### config.mk
export PLATFORM = sky130hd
export DESIGN_NAME = gsab_queue
export DESIGN_NICKNAME = d
export VERILOG_FILES = /design/src/design/gaussian_splat_alpha_blend_macros.svh /design/src/design/gsab_pkg.sv /design/src/design/gsab_queue.sv
export SDC_FILE = /design/constraint.sdc
export NUM_CORES = 1
export LEC_CHECK = 0
export BUFFER_PORTS_ARGS = -buffer_cell sky130_fd_sc_hd__buf_2
export CORE_UTILIZATION = 40
export DETAILED_ROUTE_END_ITERATION = 10
export GPL_TIMING_DRIVEN = 0
export PLACE_DENSITY = 0.59
export REMOVE_ABC_BUFFERS = 1
export SYNTH_ARGS = -nofsm -noshare
export SYNTH_HDL_FRONTEND = slang
export SYNTH_SLANG_ARGS = --single-unit
### constraint.sdc
create_clock -name clk -period 5.75 [get_ports clk]
set_input_delay 0.575 -clock clk [delete_from_list [all_inputs] [get_ports clk]]
set_output_delay 0.575 -clock clk [all_outputs]
set_load 0.02 [all_outputs]
### src/design/gaussian_splat_alpha_blend_macros.svh
// Assertion macros used by the blend back end.
`ifndef GAUSSIAN_SPLAT_ALPHA_BLEND_MACROS_SVH
`define GAUSSIAN_SPLAT_ALPHA_BLEND_MACROS_SVH

// checked only outside reset
`define GSAB_CHECK(name, prop, msg) \
  name: assert property (@(posedge clk) disable iff (rst) (prop)) else $error(msg);

// checked on every edge, reset included
`define GSAB_CHECK_ALWAYS(name, prop, msg) \
  name: assert property (@(posedge clk) (prop)) else $error(msg);

`endif

### src/design/gsab_pkg.sv
// Types, constants and exp table function for the splat blender.
`default_nettype none
package gsab_pkg;

  localparam logic [16:0] ONE_Q16        = 17'h10000;
  localparam logic [15:0] ALPHA_MAX      = 16'd64880;
  // alpha*255 < 1.0 exactly when alpha < 258
  localparam logic [15:0] ALPHA_WEAK_MIN = 16'd258;
  // p*10000 < 2^32 exactly when p < 429497
  localparam logic [33:0] TRANS_FLOOR    = 34'd429497;
  localparam int          NUM_RGB        = 3;

  localparam logic [1:0] REG_BG_RED   = 2'd0;
  localparam logic [1:0] REG_BG_GREEN = 2'd1;
  localparam logic [1:0] REG_BG_BLUE  = 2'd2;

  typedef struct packed {
    logic        func;
    logic [15:0] opacity;
    logic [2:0][15:0] col;
  } carry_t;

  typedef struct packed {
    logic        func;
    logic        skip;
    logic [15:0] alpha;
    logic [2:0][15:0] col;
  } item_t;

  // exp(-x) for x in Q.30 (x = 8*i/N): Taylor of exp(-x/16), squared 4 times, Q0.16
  function automatic logic [15:0] exp_q16(input logic [63:0] x);
    logic [63:0] y;
    logic [63:0] term;
    logic [63:0] s;
    logic [63:0] v;
    longint      sum;
    y    = x >> 4;
    sum  = longint'(64'd1 << 30);
    term = 64'd1 << 30;
    term = ((term * y) >> 30);      sum = sum - longint'(term);
    term = ((term * y) >> 30) / 2;  sum = sum + longint'(term);
    term = ((term * y) >> 30) / 3;  sum = sum - longint'(term);
    term = ((term * y) >> 30) / 4;  sum = sum + longint'(term);
    term = ((term * y) >> 30) / 5;  sum = sum - longint'(term);
    term = ((term * y) >> 30) / 6;  sum = sum + longint'(term);
    term = ((term * y) >> 30) / 7;  sum = sum - longint'(term);
    term = ((term * y) >> 30) / 8;  sum = sum + longint'(term);
    term = ((term * y) >> 30) / 9;  sum = sum - longint'(term);
    term = ((term * y) >> 30) / 10; sum = sum + longint'(term);
    term = ((term * y) >> 30) / 11; sum = sum - longint'(term);
    term = ((term * y) >> 30) / 12; sum = sum + longint'(term);
    s = (sum > 0) ? 64'(sum) : 64'd0;
    s = (s * s) >> 30;
    s = (s * s) >> 30;
    s = (s * s) >> 30;
    s = (s * s) >> 30;
    v = (s + 64'd8192) >> 14;
    return (v > 64'd65535) ? 16'hFFFF : v[15:0];
  endfunction

endpackage
`default_nettype wire

### src/design/gsab_queue.sv
// Short item queue between the front end and the blend back end.
`default_nettype none
module gsab_queue import gsab_pkg::*; (
  input  wire logic  clk,
  input  wire logic  rst,
  input  wire logic  in_valid,
  output logic       in_ready,
  input  wire item_t in_item,
  output logic       out_valid,
  input  wire logic  out_ready,
  output item_t      out_item
);

  item_t      slots [4];
  logic [1:0] wr_ptr, rd_ptr;
  logic [2:0] count;
  logic       push, pop;

  assign in_ready  = (count != 3'd4);
  assign out_valid = (count != 3'd0);
  assign push      = in_valid && in_ready;
  assign pop       = out_valid && out_ready;
  assign out_item  = slots[rd_ptr];

  always_ff @(posedge clk) begin
    if (rst) begin
      wr_ptr <= '0;
      rd_ptr <= '0;
      count  <= '0;
    end else begin
      if (push) wr_ptr <= wr_ptr + 2'd1;
      if (pop)  rd_ptr <= rd_ptr + 2'd1;
      count <= count + 3'(push) - 3'(pop);
    end
  end

  always_ff @(posedge clk) begin
    if (push) slots[wr_ptr] <= in_item;
  end

endmodule
`default_nettype wire

# Word level (Yosys, flattened, before mapping)
# Memory sizes are Yosys's and may differ from the RTL's. A register that Yosys moved wholly into a read port is not among the register bits.
# Cells that the tools add are included.
[op_classes] n_reduce_logical=3 eq_ne=1 muxes=4 addsub=4
[ops] cell="$add 2x1->2 const B" n=2
[ops] cell="$mux 2" n=2
[ops] cell="$add 3x1->3" n=1
[ops] cell="$ne 3x3->1 const B" n=1
[ops] cell="$reduce_bool 3->1" n=1
[ops] cell="$sub 3x1->3" n=1
[ops] cell="$logic_and 1x1->1" n=2
[ops] cell="$mux 1" n=2
[word_totals] elab_cells=16 mem_count=1 ram_bits=264 reg_bits=7 output_inout_bits=68
[memory_table] memory="slots" words=4 width=66 rd=1 rd_clocked_by_memory_dff=1 write_ports=1 line_no="gsab_queue.sv:14" text="item_t slots [4];"

# Depth between registers and ports, before layout
# Gate-level depths: netlist of the first run.
[depth] depth_word=4 ltp_mapped=11

# Least setup slack after synthesis of the first run
# Ideal clock, no wire load.
[synth_timing] path_kind="input port to flip-flop" from="input in_valid" to="memory slots[0][0] (netlist bit) (enable)" required_ps=5319 arrival_ps=2426 n_path_buf=0 setup_slack_ps=2893 cell_stages=2 cell_sequence="a21boi_2 and2_1"
[synth_via] elab_chain_len=3
[synth_lines] element="from (decl)" line_no="gsab_queue.sv:6" text="input wire logic in_valid,"
[synth_lines] element="$logic_and 1x1->1" line_no="gsab_queue.sv:21" text="assign push = in_valid && in_ready;"
[synth_lines] element="$mux 1" line_no="gsab_queue.sv:38" text="if (push) slots[wr_ptr] <= in_item;"
[synth_lines] element="$mux 1 (not written as such)" line_no="gsab_queue.sv:38"
[synth_lines] element="to (decl)" line_no="gsab_queue.sv:14"
# Every way passes these cells.

==> results of run 1 <==
## metrics by stage
| stage | hold slack (ns) | util | setup slack, ns |
|---|---|---|---|
| 3_5_place_dp | 0.510 | 0.457 | 3.19 |
| 3_3_place_gp | 0.490 | 0.450 | 0.244 |
| 5_1_grt | 0.231 | 0.495 | 2.52 |
| 2_1_floorplan | 0.481 | - | 1.64 |
| 4_1_cts | 0.230 | 0.495 | 2.61 |
| 6_report | 0.250 | 0.495 | 2.72 |
## report_power, final
group | leakage (nW) | switching, mW | internal [mW]
registers | 2.49 | 0.132 | 2.44
logic | 1.10 | 0.754 | 0.592
clock network | 0.451 | 0.717 | 1.05
total | 4.04 | 1.60 | 4.08
## worst min path at each step
stage / slack (ns) / end / cells past startpoint / startpoint
final: 0.25 / slots[0][21] / 1 / in_item[21]
after detailed placement: 0.51 / flop / 2 / rd_ptr[1]
after floorplan: 0.48 / wr_ptr[1] / 2 / wr_ptr[1]
after CTS: 0.23 / slots[1][14] / 1 / in_item[14]
after global routing: 0.23 / slots[2][31] / 1 / in_item[31]
after global placement: 0.49 / wr_ptr[1] / 2 / wr_ptr[1]
## synth_stat cells (all sizes together)
library cell  count  share of area
fa                1         0.0020
inv               5         0.0019
o31a              1        0.00088
and2              5         0.0031
xnor2             1        0.00088
nand2b            2         0.0013
ha                6         0.0075
nor2              8         0.0030
buf              12         0.0096
mux4             66           0.15
or3               1        0.00063
clkbuf            3         0.0011
mux2i             1         0.0010
xor2              2         0.0018
edfxtp          264           0.79
o311ai            1        0.00088
nor3              1        0.00050
mux2              1         0.0011
nor2b             1        0.00063
nand2             1        0.00038
a21boi            1         0.0011
dfxtp             9          0.018
## critical path, cell delays in order, from the launching register on
cell and delay (ns):
dfxtp_4 0.79, buf_16 0.35, mux4_2 0.56, buf_2 0.18
## routing by layer
metal / track usage / vias up / routed length (µm)
met1: 0.179 / 2372 / 7440
met5: 0 / - / 13
met2: 0.247 / 112 / 9030
met4: 0.0442 / 2 / 498
met3: 0.0379 / 39 / 1010
li1: - / 1995 / -
## state kept, by name, indices dropped and copies added, names as in the netlist, named ones only
name	cells
count	3
rd_ptr	2
slots	264
wr_ptr	2
## cells by family after synthesis
group,count (synthesis)
AO/OA/AOI/OAI,3
XOR/XNOR,3
adder cells (fa/ha/maj),7
buffers and inverters,20
flip-flops,273
multiplexers,68
AND/OR/NAND/NOR,19
## final cells by class
class | count | area (µm²)
clock inverters | 19 | 171
diodes | 1 | 2.50
well taps | 324 | 405
clock buffers | 32 | 737
multi-input cells | 100 | 1760
repair buffers | 143 | 851
inverters | 5 | 18.8
flip-flops and latches | 273 | 8120
fillers | 2025 | 12300
==> summary.md, run 1 <==
| Metric | Value |
|---|---|
| HP Class | `in -> reg` |
| Largest net degree at the start of global routing | `44` |
| Final GP Congestion | `0.719` |
| Initial Util | `0.409` |
| Max Cap Viol | `0` |
| Setup repair after global routing missed its margin | `no` |
| Relative slew slack | `0.538` |
| Remaining global-route overflow | `0` |
| Critical path class | `reg -> out` |
| Num ports | `138` |
| Buffers on Ports | `roughly 140` |
| Clk pin slew, worst setup/hold paths | `0.06 ns` |
| Via count | `4520` |
| 1st-pass router iterations | `4` |
| Ys Warns | `0` |
| Post-CTS Setup Bufs | `0` |
| Commonest non-fill, non-tap cell in the layout | `edfxtp_1` |
| Reg2reg path depth | `11` |
| Synth Area in Simple Gates | `0.00952` |
| Count of nets after finishing | `around 630` |
| Worst VDD drop | `341 µV` |
| Post-Synth Adder-Cell Area | `0.00952` |
| Power Density | `471 nW/µm²` |
| H-tree levels | `1` |
| Final setup TNS | `0 ns` |
| Vias in the first global route | `~5100` |
| Post-synthesis compound-gate area fraction | `0.00288` |
| CP max FO | `36` |
| Fin crit share | `0.527` |
| Xor and xnor area share after synthesis | `0.00263` |
| Crit end category | `output port` |
| Total GRT Usage | `0.144` |
| Synthesized area per cell | `25.4 µm²` |
| Critical Path RT | `5.18 ns` |
| CTS tree | `done` |
| Number of DRC markers in iteration 0 | `about 230` |
| First-pass GRT wire length | `28.2 mm` |
| DRC Markers | `0` |
| Die extent in y | `160 µm` |
| Clock skew | `approximately 0.022 ns` |
| Vias per inst | `5.04` |
| Final critical-path required period | `3.03 ns` |
| Synth Cell Area | `9990 µm²` |
| Hpwl dp | `10.4 mm` |
| Fmax | `330 MHz` |
| Worst r2r src | `count[1]` |
| Leak | `4.04 nW` |
| Area growth from synthesis to layout | `20.8%` |
| Placed cell area | `approximately 11000 µm²` |
| Post-route ant nets | `0` |
| CTS Hold Bufs | `0` |
| Worst-Skew Late Latency | `0.54 ns` |
| Synth Register Bits | `273` |
| Largest family of logic cells by synthesized area | `multiplexers` |
| Seq/Total Area, Yosys | `0.812` |
| Most frequent cells in the layout | `264 x edfxtp_1, 137 x buf_2, 66 x mux4_2, 29 x clkbuf_16, 11 x clkinv_2` |
| Finish-stage setup viols | `0` |
| Final WL | `18.0 mm` |
| Post-synthesis mux area share | `0.151` |
| Longest Clk Path Bufs | `3` |
| Post-synth cell types | `24` |
| Fraction of layout cells with a size suffix above 1 | `0.458` |
| Worst EP arrival | `approximately 2.5 ns` |
| CTS Sinks | `273` |
| Rows | `57` |
| Worst Max-Slew Pin Slew | `about 0.69 ns` |
| R2R setup slack | `3.30 ns` |
| Die ar. | `25600 µm²` |
| Placed Cells incl. Taps | `845` |
| Clock tree root driver cell | `clkbuf_16` |
| Crit path launch type | `flop` |
| Hold Violations, Final | `0` |
| WL/cell | `20.1 µm` |
| Finished Layout Cells | `897` |
| Initial antenna violation count | `2` |
| Final non-filler cell area | `12100 µm²` |
| Pins over their slew limit | `0` |
| Worst setup path endpoint | `out_item[53]` |
| Overall power | `5.68 mW` |
| Outcome | `finished clean` |
| Worst reg2reg path endpoint | `count[2]` |
| Resized cells post-CTS | `0` |
| Chip Width | `160 µm` |
| Gate count after technology mapping | `approximately 390` |
| Core ar. | `~24000 µm²` |
| Cts bufs inserted | `28` |
(Power assumes the default switching activity.)
==> inputs of run 2 (changes only) <==
--- a/config.mk
+++ b/config.mk
@@ -9,7 +9,7 @@
 export CORE_UTILIZATION = 40
 export DETAILED_ROUTE_END_ITERATION = 10
 export GPL_TIMING_DRIVEN = 0
-export PLACE_DENSITY = 0.59
+export PLACE_DENSITY = 0.61
 export REMOVE_ABC_BUFFERS = 1
 export SYNTH_ARGS = -nofsm -noshare
 export SYNTH_HDL_FRONTEND = slang
==> constraint.sdc (replaced) <==
create_clock -name clk -period 2.54 [get_ports clk]
set_input_delay 0.254 -clock clk [delete_from_list [all_inputs] [get_ports clk]]
set_output_delay 0.254 -clock clk [all_outputs]
set_load 0.02 [all_outputs]
==> summary.md, run 2 (synthesis gave the netlist of run 1 again) <==
| Metric | Value |
|---|---|
| Number of DRC markers in iteration 0 | `202 (-11%)` |
| CTS Sinks | `273 (unchanged)` |
| H-tree levels | `1 (unchanged)` |
| Hpwl dp | `10.1 mm (-3.1%)` |
| Placed Cells incl. Taps | `845 (unchanged)` |
| Setup repair after global routing missed its margin | `no` |
| Final setup TNS | `0 ns (unchanged)` |
| Worst-Skew Late Latency | `0.51 ns (-0.03 ns)` |
| Crit path launch type | `flop` |
| Top reg by flops | `slots` |
| Leak | `4.34 nW (+7.4%)` |
| Fraction of layout cells with a size suffix above 1 | `0.407 (-0.0512)` |
| Power Density | `1020 nW/µm² (+120%)` |
| Hold-critical path depth | `3 (+2)` |
| Die extent in y | `160 µm (unchanged)` |
| Max reg flops | `264 (unchanged)` |
| Hold Violations, Final | `0 (unchanged)` |
| First-pass GRT wire length | `28.8 mm (+2.0%)` |
| Total GRT Usage | `0.146 (+0.00184)` |
| R2R setup slack | `0.18 ns (-3.12 ns)` |
| Pins over their slew limit | `0 (unchanged)` |
| Post-route ant nets | `0 (unchanged)` |
| Clock tree root driver cell | `clkbuf_16` |
| Overall power | `13.1 mW (+130%)` |
| Cts bufs inserted | `27 (-3.6%)` |
| Worst hold margin | `0.176 ns (-0.0743 ns)` |
| Num ports | `138 (unchanged)` |
| Initial antenna violation count | `0 (-2)` |
| Vias per inst | `4.92 (-2.4%)` |
| Number of diodes | `0 (-1)` |
| CTS tree | `done` |
| Final GP Congestion | `0.685 (-4.8%)` |
| Commonest non-fill, non-tap cell in the layout | `edfxtp_1` |
| Worst VDD drop | `667 µV (+96%)` |
| Clk pin slew, worst setup/hold paths | `0.06 ns (about the same)` |
| Remaining global-route overflow | `0 (unchanged)` |
| Final critical-path required period | `2.36 ns` |
| Longest Clk Path Bufs | `3 (unchanged)` |
| WL/cell | `18.9 µm (-5.7%)` |
| 1st-pass router iterations | `4 (unchanged)` |
| Max Cap Viol | `0 (unchanged)` |
| Vias in the first global route | `5157 (+1.4%)` |
| Relative slew slack | `0.652 (+0.114)` |
| Placed cell area | `11200 µm² (unchanged)` |
| Core ar. | `24400 µm² (unchanged)` |
| Fin crit share | `0.929` |
| CP cell instances | `nor2_1, a21boi_4, inv_1, ha_1, inv_1, ha_1, inv_1, fa_1, xor2_2, and2_1, nor3_1` |
| Largest net degree at the start of global routing | `40 (-9.1%)` |
| Critical-path top delay cell | `fa_1` |
| Worst Max-Slew Pin Slew | `0.523 ns (-0.170 ns)` |
| Finish-stage setup viols | `0 (unchanged)` |
| Rows | `57 (unchanged)` |
| Final WL | `18.2 mm (+1.3%)` |
| Critical Path RT | `2.98 ns (-2.20 ns)` |
| CP max FO | `7 (-81%)` |
| Reg2reg path depth | `11 (unchanged)` |
| Most frequent cells in the layout | `264 x edfxtp_1, 137 x buf_2, 67 x dlygate4sd3_1, 66 x mux4_2, 27 x clkbuf_16` |
| Regs by FF count | `slots: 264 flops, count: 3 flops` |
| Initial Util | `0.409 (unchanged)` |
| Crit end category | `flop` |
| DRC Markers | `0 (unchanged)` |
| Cell mode on critical path | `inv_1` |
| Clock skew | `0.00394 ns (-0.0185 ns)` |
| Critical path class | `reg -> reg` |
| Final non-filler cell area | `12800 µm² (+6.0%)` |
| Die ar. | `25600 µm² (unchanged)` |
| Worst EP arrival | `2.80 ns (+0.34 ns)` |
| Finished Layout Cells | `963 (+7.4%)` |
| Count of nets after finishing | `698 (+11%)` |
| Fmax | `424 MHz` |
| Buffers on Ports | `137 (unchanged)` |
| Area growth from synthesis to layout | `28.0%` |
| Outcome | `finished clean` |
| Chip Width | `160 µm (unchanged)` |
| Slowest stage delay, CP | `0.42 ns (-0.37 ns)` |
| Via count | `4738 (+4.8%)` |
| HP Class | `in -> reg` |
[run 2: metrics by stage]
step / util / setup slack (ns)
floorplan: - / -1.25
global placement: 0.450 / -2.70
detailed placement: 0.457 / 0.0616
CTS: 0.523 / 0.0446
global route: 0.524 / 0.0561
finish: 0.524 / 0.181
[run 2: final timing paths]
| path | to | start |
|---|---|---|
| worst max-delay path | count[2] | count[0] |
| worst min-delay path | wr_ptr[1] | in_valid |
| worst max register to register | count[2] | count[0] |
| worst min register to register | flop | rd_ptr[0] |
[run 2: timing repair]
item / 4_1_cts / 5_1_grt
endpoints found under the setup margin: 37 / 1
resized for setup: 0 / 3
hold buffers: 67 / 0
setup buffers: 4 / 0
hold endpoints to repair: 266 / 0
pin swaps: 0 / 1
[run 2: critical path, delay by kind of cell (launching register included)]
kind / cells / cell delay (ns)
compound gates: 1 / 0.26
xor+xnor: 1 / 0.18
fa+ha+maj: 3 / 0.85
buf+inv: 3 / 0.18
flops: 1 / 0.40
simple gates: 3 / 0.41
[run 2: cell type report]
cell class / instances / area [µm²]
Tap cell: 324 / 405
Sequential cell: 273 / 8120
Fill cell: 1967 / 11600
Inverter: 5 / 18.8
Clock buffer: 31 / 691
Multi-Input combinational cell: 100 / 1780
Timing Repair Buffer: 214 / 1580
Clock inverter: 16 / 198
[run 2: per-layer routing]
layer  up-vias  track usage  routed length (µm)
li1       2128            -                   -
met1      2474        0.195                7930
met2       113        0.246                9120
met3        23       0.0304                 910
met4         0       0.0355                 268
met5         -            0                   0
[run 2: report_power, final]
group          leakage (nW)  total [mW]  switching (mW)  internal [mW]
combinational          1.41        3.37            1.88           1.49
sequential             2.49        5.71           0.189           5.53
clock                 0.437        3.99            1.55           2.44
total                  4.34        13.1            3.62           9.45
==> inputs of run 3 (changes only) <==
--- a/config.mk
+++ b/config.mk
@@ -6,10 +6,10 @@
 export NUM_CORES = 1
 export LEC_CHECK = 0
 export BUFFER_PORTS_ARGS = -buffer_cell sky130_fd_sc_hd__buf_2
-export CORE_UTILIZATION = 40
+export CORE_UTILIZATION = 35
 export DETAILED_ROUTE_END_ITERATION = 10
 export GPL_TIMING_DRIVEN = 0
-export PLACE_DENSITY = 0.61
+export PLACE_DENSITY = 0.55
 export REMOVE_ABC_BUFFERS = 1
 export SYNTH_ARGS = -nofsm -noshare
 export SYNTH_HDL_FRONTEND = slang
==> summary.md, run 3 (synthesis gave the netlist of run 1 again) <==
| Metric | Value |
|---|---|
| Number of DRC markers in iteration 0 | `240 (+19%)` |
| Number of diodes | `0 (unchanged)` |
| Die extent in y | `171 µm (+6.8%)` |
| Placed cell area | `11200 µm² (+0.61%)` |
| Initial Util | `0.358 (-0.0519)` |
| Clock tree root driver cell | `clkbuf_16` |
| Dpl ws | `0.0927 ns (+0.0311 ns)` |
| Fin util | `0.458 (-0.0663)` |
| Crit path launch type | `flop` |
| Pins over their slew limit | `0 (unchanged)` |
| Finished Layout Cells | `1019 (+5.8%)` |
| Fin worst setup slack | `0.155 ns (-0.0266 ns)` |
| Initial antenna violation count | `0 (unchanged)` |
| Crit end category | `flop` |
| Final critical-path required period | `2.39 ns (+0.0266 ns)` |
| Vias in the first global route | `5165 (+0.16%)` |
| Clk pin slew, worst setup/hold paths | `0.06 ns (about the same)` |
| Fmax | `419 MHz (-1.1%)` |
| CP cell instances | `nor2_1, a21boi_4, inv_1, ha_1, inv_1, ha_1, inv_1, fa_1, xor2_1, and2_1, nor3_1` |
| Regs by FF count | `slots: 264 flops, count: 3 flops` |
| DRC Markers | `0 (unchanged)` |
| Remaining global-route overflow | `0 (unchanged)` |
| Cts bufs inserted | `29 (+7.4%)` |
| Largest net degree at the start of global routing | `49 (+23%)` |
| Hold-critical path depth | `3 (unchanged)` |
| Outcome | `finished clean` |
| Max Cap Viol | `0 (unchanged)` |
| M1 wire length | `8.06 mm (+1.6%)` |
| CP max FO | `7 (unchanged)` |
| Final non-filler cell area | `12800 µm² (about the same)` |
| Number of fillers in the final layout | `2406 (+22%)` |
| Total GRT Usage | `0.131 (-0.0148)` |
| Chip Width | `171 µm (+6.8%)` |
| Max reg flops | `264 (unchanged)` |
| Most frequent cells in the layout | `264 x edfxtp_1, 137 x buf_2, 67 x dlygate4sd3_1, 66 x mux4_2, 29 x clkbuf_16` |
| Rows | `61 (+7.0%)` |
| Post-route ant nets | `0 (unchanged)` |
| Worst reg2reg path endpoint | `count[2]` |
| Core ar. | `27900 µm² (+15%)` |
| Worst Max-Slew Pin Slew | `0.563 ns (+0.0404 ns)` |
| Longest Clk Path Bufs | `3 (unchanged)` |
| Hold Violations, Final | `0 (unchanged)` |
| Worst Hold Launch | `in_valid` |
| CTS Sinks | `273 (unchanged)` |
| HP Class | `in -> reg` |
| Top reg by flops | `slots` |
| Final WL | `18.8 mm (+3.0%)` |
| Final GP Congestion | `0.720 (+5.2%)` |
| H-tree levels | `1 (unchanged)` |
| First-pass GRT wire length | `28.6 mm (-0.50%)` |
| Num ports | `138 (unchanged)` |
| Worst-Skew Late Latency | `0.54 ns (+0.03 ns)` |
| Final setup TNS | `0 ns (unchanged)` |
| Worst r2r src | `count[1]` |
| Commonest non-fill, non-tap cell in the layout | `edfxtp_1` |
| Hpwl dp | `10.5 mm (+4.4%)` |
| Routed length on met2 | `9.32 mm (+2.2%)` |
| Die ar. | `29200 µm² (+14%)` |
| Count of nets after finishing | `698 (unchanged)` |
| R2R setup slack | `0.15 ns (-0.03 ns)` |
| Relative slew slack | `0.625 (-0.0270)` |
| DR top layer | `met4` |
| Met3 WL | `935 µm (+2.7%)` |
| Clock skew | `0.0299 ns (+0.0259 ns)` |
| Cell mode on critical path | `inv_1` |
| Worst VDD drop | `674 µV (+0.95%)` |
| Critical path class | `reg -> reg` |
| Slowest stage delay, CP | `0.45 ns (+0.03 ns)` |
| Setup repair after global routing missed its margin | `no` |
| Fin crit share | `0.939 (+0.0105)` |
| Critical Path RT | `3.00 ns (+0.02 ns)` |
| Buffers on Ports | `137 (unchanged)` |
| Worst Hold Endpoint | `wr_ptr[1]` |
| Worst EP arrival | `2.85 ns (+0.05 ns)` |
| Area growth from synthesis to layout | `28.1% (about the same)` |
| Fraction of layout cells with a size suffix above 1 | `0.401 (-0.00595)` |
| WL/cell | `18.4 µm (-2.6%)` |
| Power Density | `1000 nW/µm² (-1.9%)` |
| Critical-path top delay cell | `dfxtp_1` |
| Placed Cells incl. Taps | `899 (+6.4%)` |
| 1st-pass router iterations | `4 (unchanged)` |
| Leak | `4.31 nW (-0.72%)` |
| Finish-stage setup viols | `0 (unchanged)` |
| Via count | `4751 (+0.27%)` |
| Vias per inst | `4.66 (-5.2%)` |
| CTS tree | `done` |
| Reg2reg path depth | `11 (unchanged)` |
run 3: changes by cell type in the layout (fill, tap and decap cells not counted), moves of 2 or more:
cell / previous run / this run
bufinv_16: 5 / 1
clkbuf_1: 4 / 8
buf_4: 2 / 0
clkbuf_16: 27 / 29
run 3: worst max path at each step:
stage / startpoint / to / slack, ns / cells past startpoint
2_1_floorplan: flop / out_item[0] / -1.25 / 1
3_3_place_gp: flop / out_item[36] / -2.74 / 2
3_5_place_dp: count[1] / count[2] / 0.09 / 11
4_1_cts: count[1] / count[2] / 0.07 / 11
5_1_grt: count[1] / count[2] / 0.02 / 11
6_report: count[1] / count[2] / 0.15 / 11
run 3: area by class of cell:
class | instances | area (µm²) | share of cell area
clock buffers | 37 | 756 | 0.0591
repair buffers | 212 | 1560 | 0.122
well taps | 378 | 473 | 0.0370
flip-flops and latches | 273 | 8120 | 0.635
multi-input cells | 100 | 1770 | 0.138
clock inverters | 14 | 95.1 | 0.00743
inverters | 5 | 18.8 | 0.00147
run 3: worst max-delay path: cells and delay by family (launching register included):
family	cells	cell delay [ns]
adders and majority gates	3	0.80
buffers and inverters	3	0.17
and+or+nand+nor	3	0.45
xor gates and xnor gates	1	0.17
AOI/OAI and AO/OA	1	0.28
DFF	1	0.45
run 3: report_power, final:
| part | internal, mW | switching (mW) |
|---|---|---|
| sequential | 5.53 | 0.182 |
| clock | 2.19 | 1.59 |
| combinational | 1.47 | 1.88 |
run 3: metal layers:
layer  vias up  GRT usage
met2       122      0.226
met1      2467      0.163
met5         -          0
li1       2132          -
met4         0     0.0419
met3        30     0.0305
run 3: timing repair:
| item | in CTS | in global routing |
|---|---|---|
| resized for setup | 0 | 1 |
| buffers inserted | 2 | 0 |
| hold endpoints to repair | 271 | 0 |
| endpoints found under the setup margin | 34 | 1 |
| pin swaps | 0 | 0 |
| hold buffers | 67 | 0 |
run 3: through the flow:
| stage | hold slack [ns] | power (mW) |
|---|---|---|
| floorplan | 0.321 | 7.96 |
| global placement | 0.462 | 8.82 |
| detailed placement | 0.471 | 9.07 |
| CTS | 0.147 | 13.1 |
| global route | 0.129 | 13.4 |
| finish | 0.145 | 12.8 |
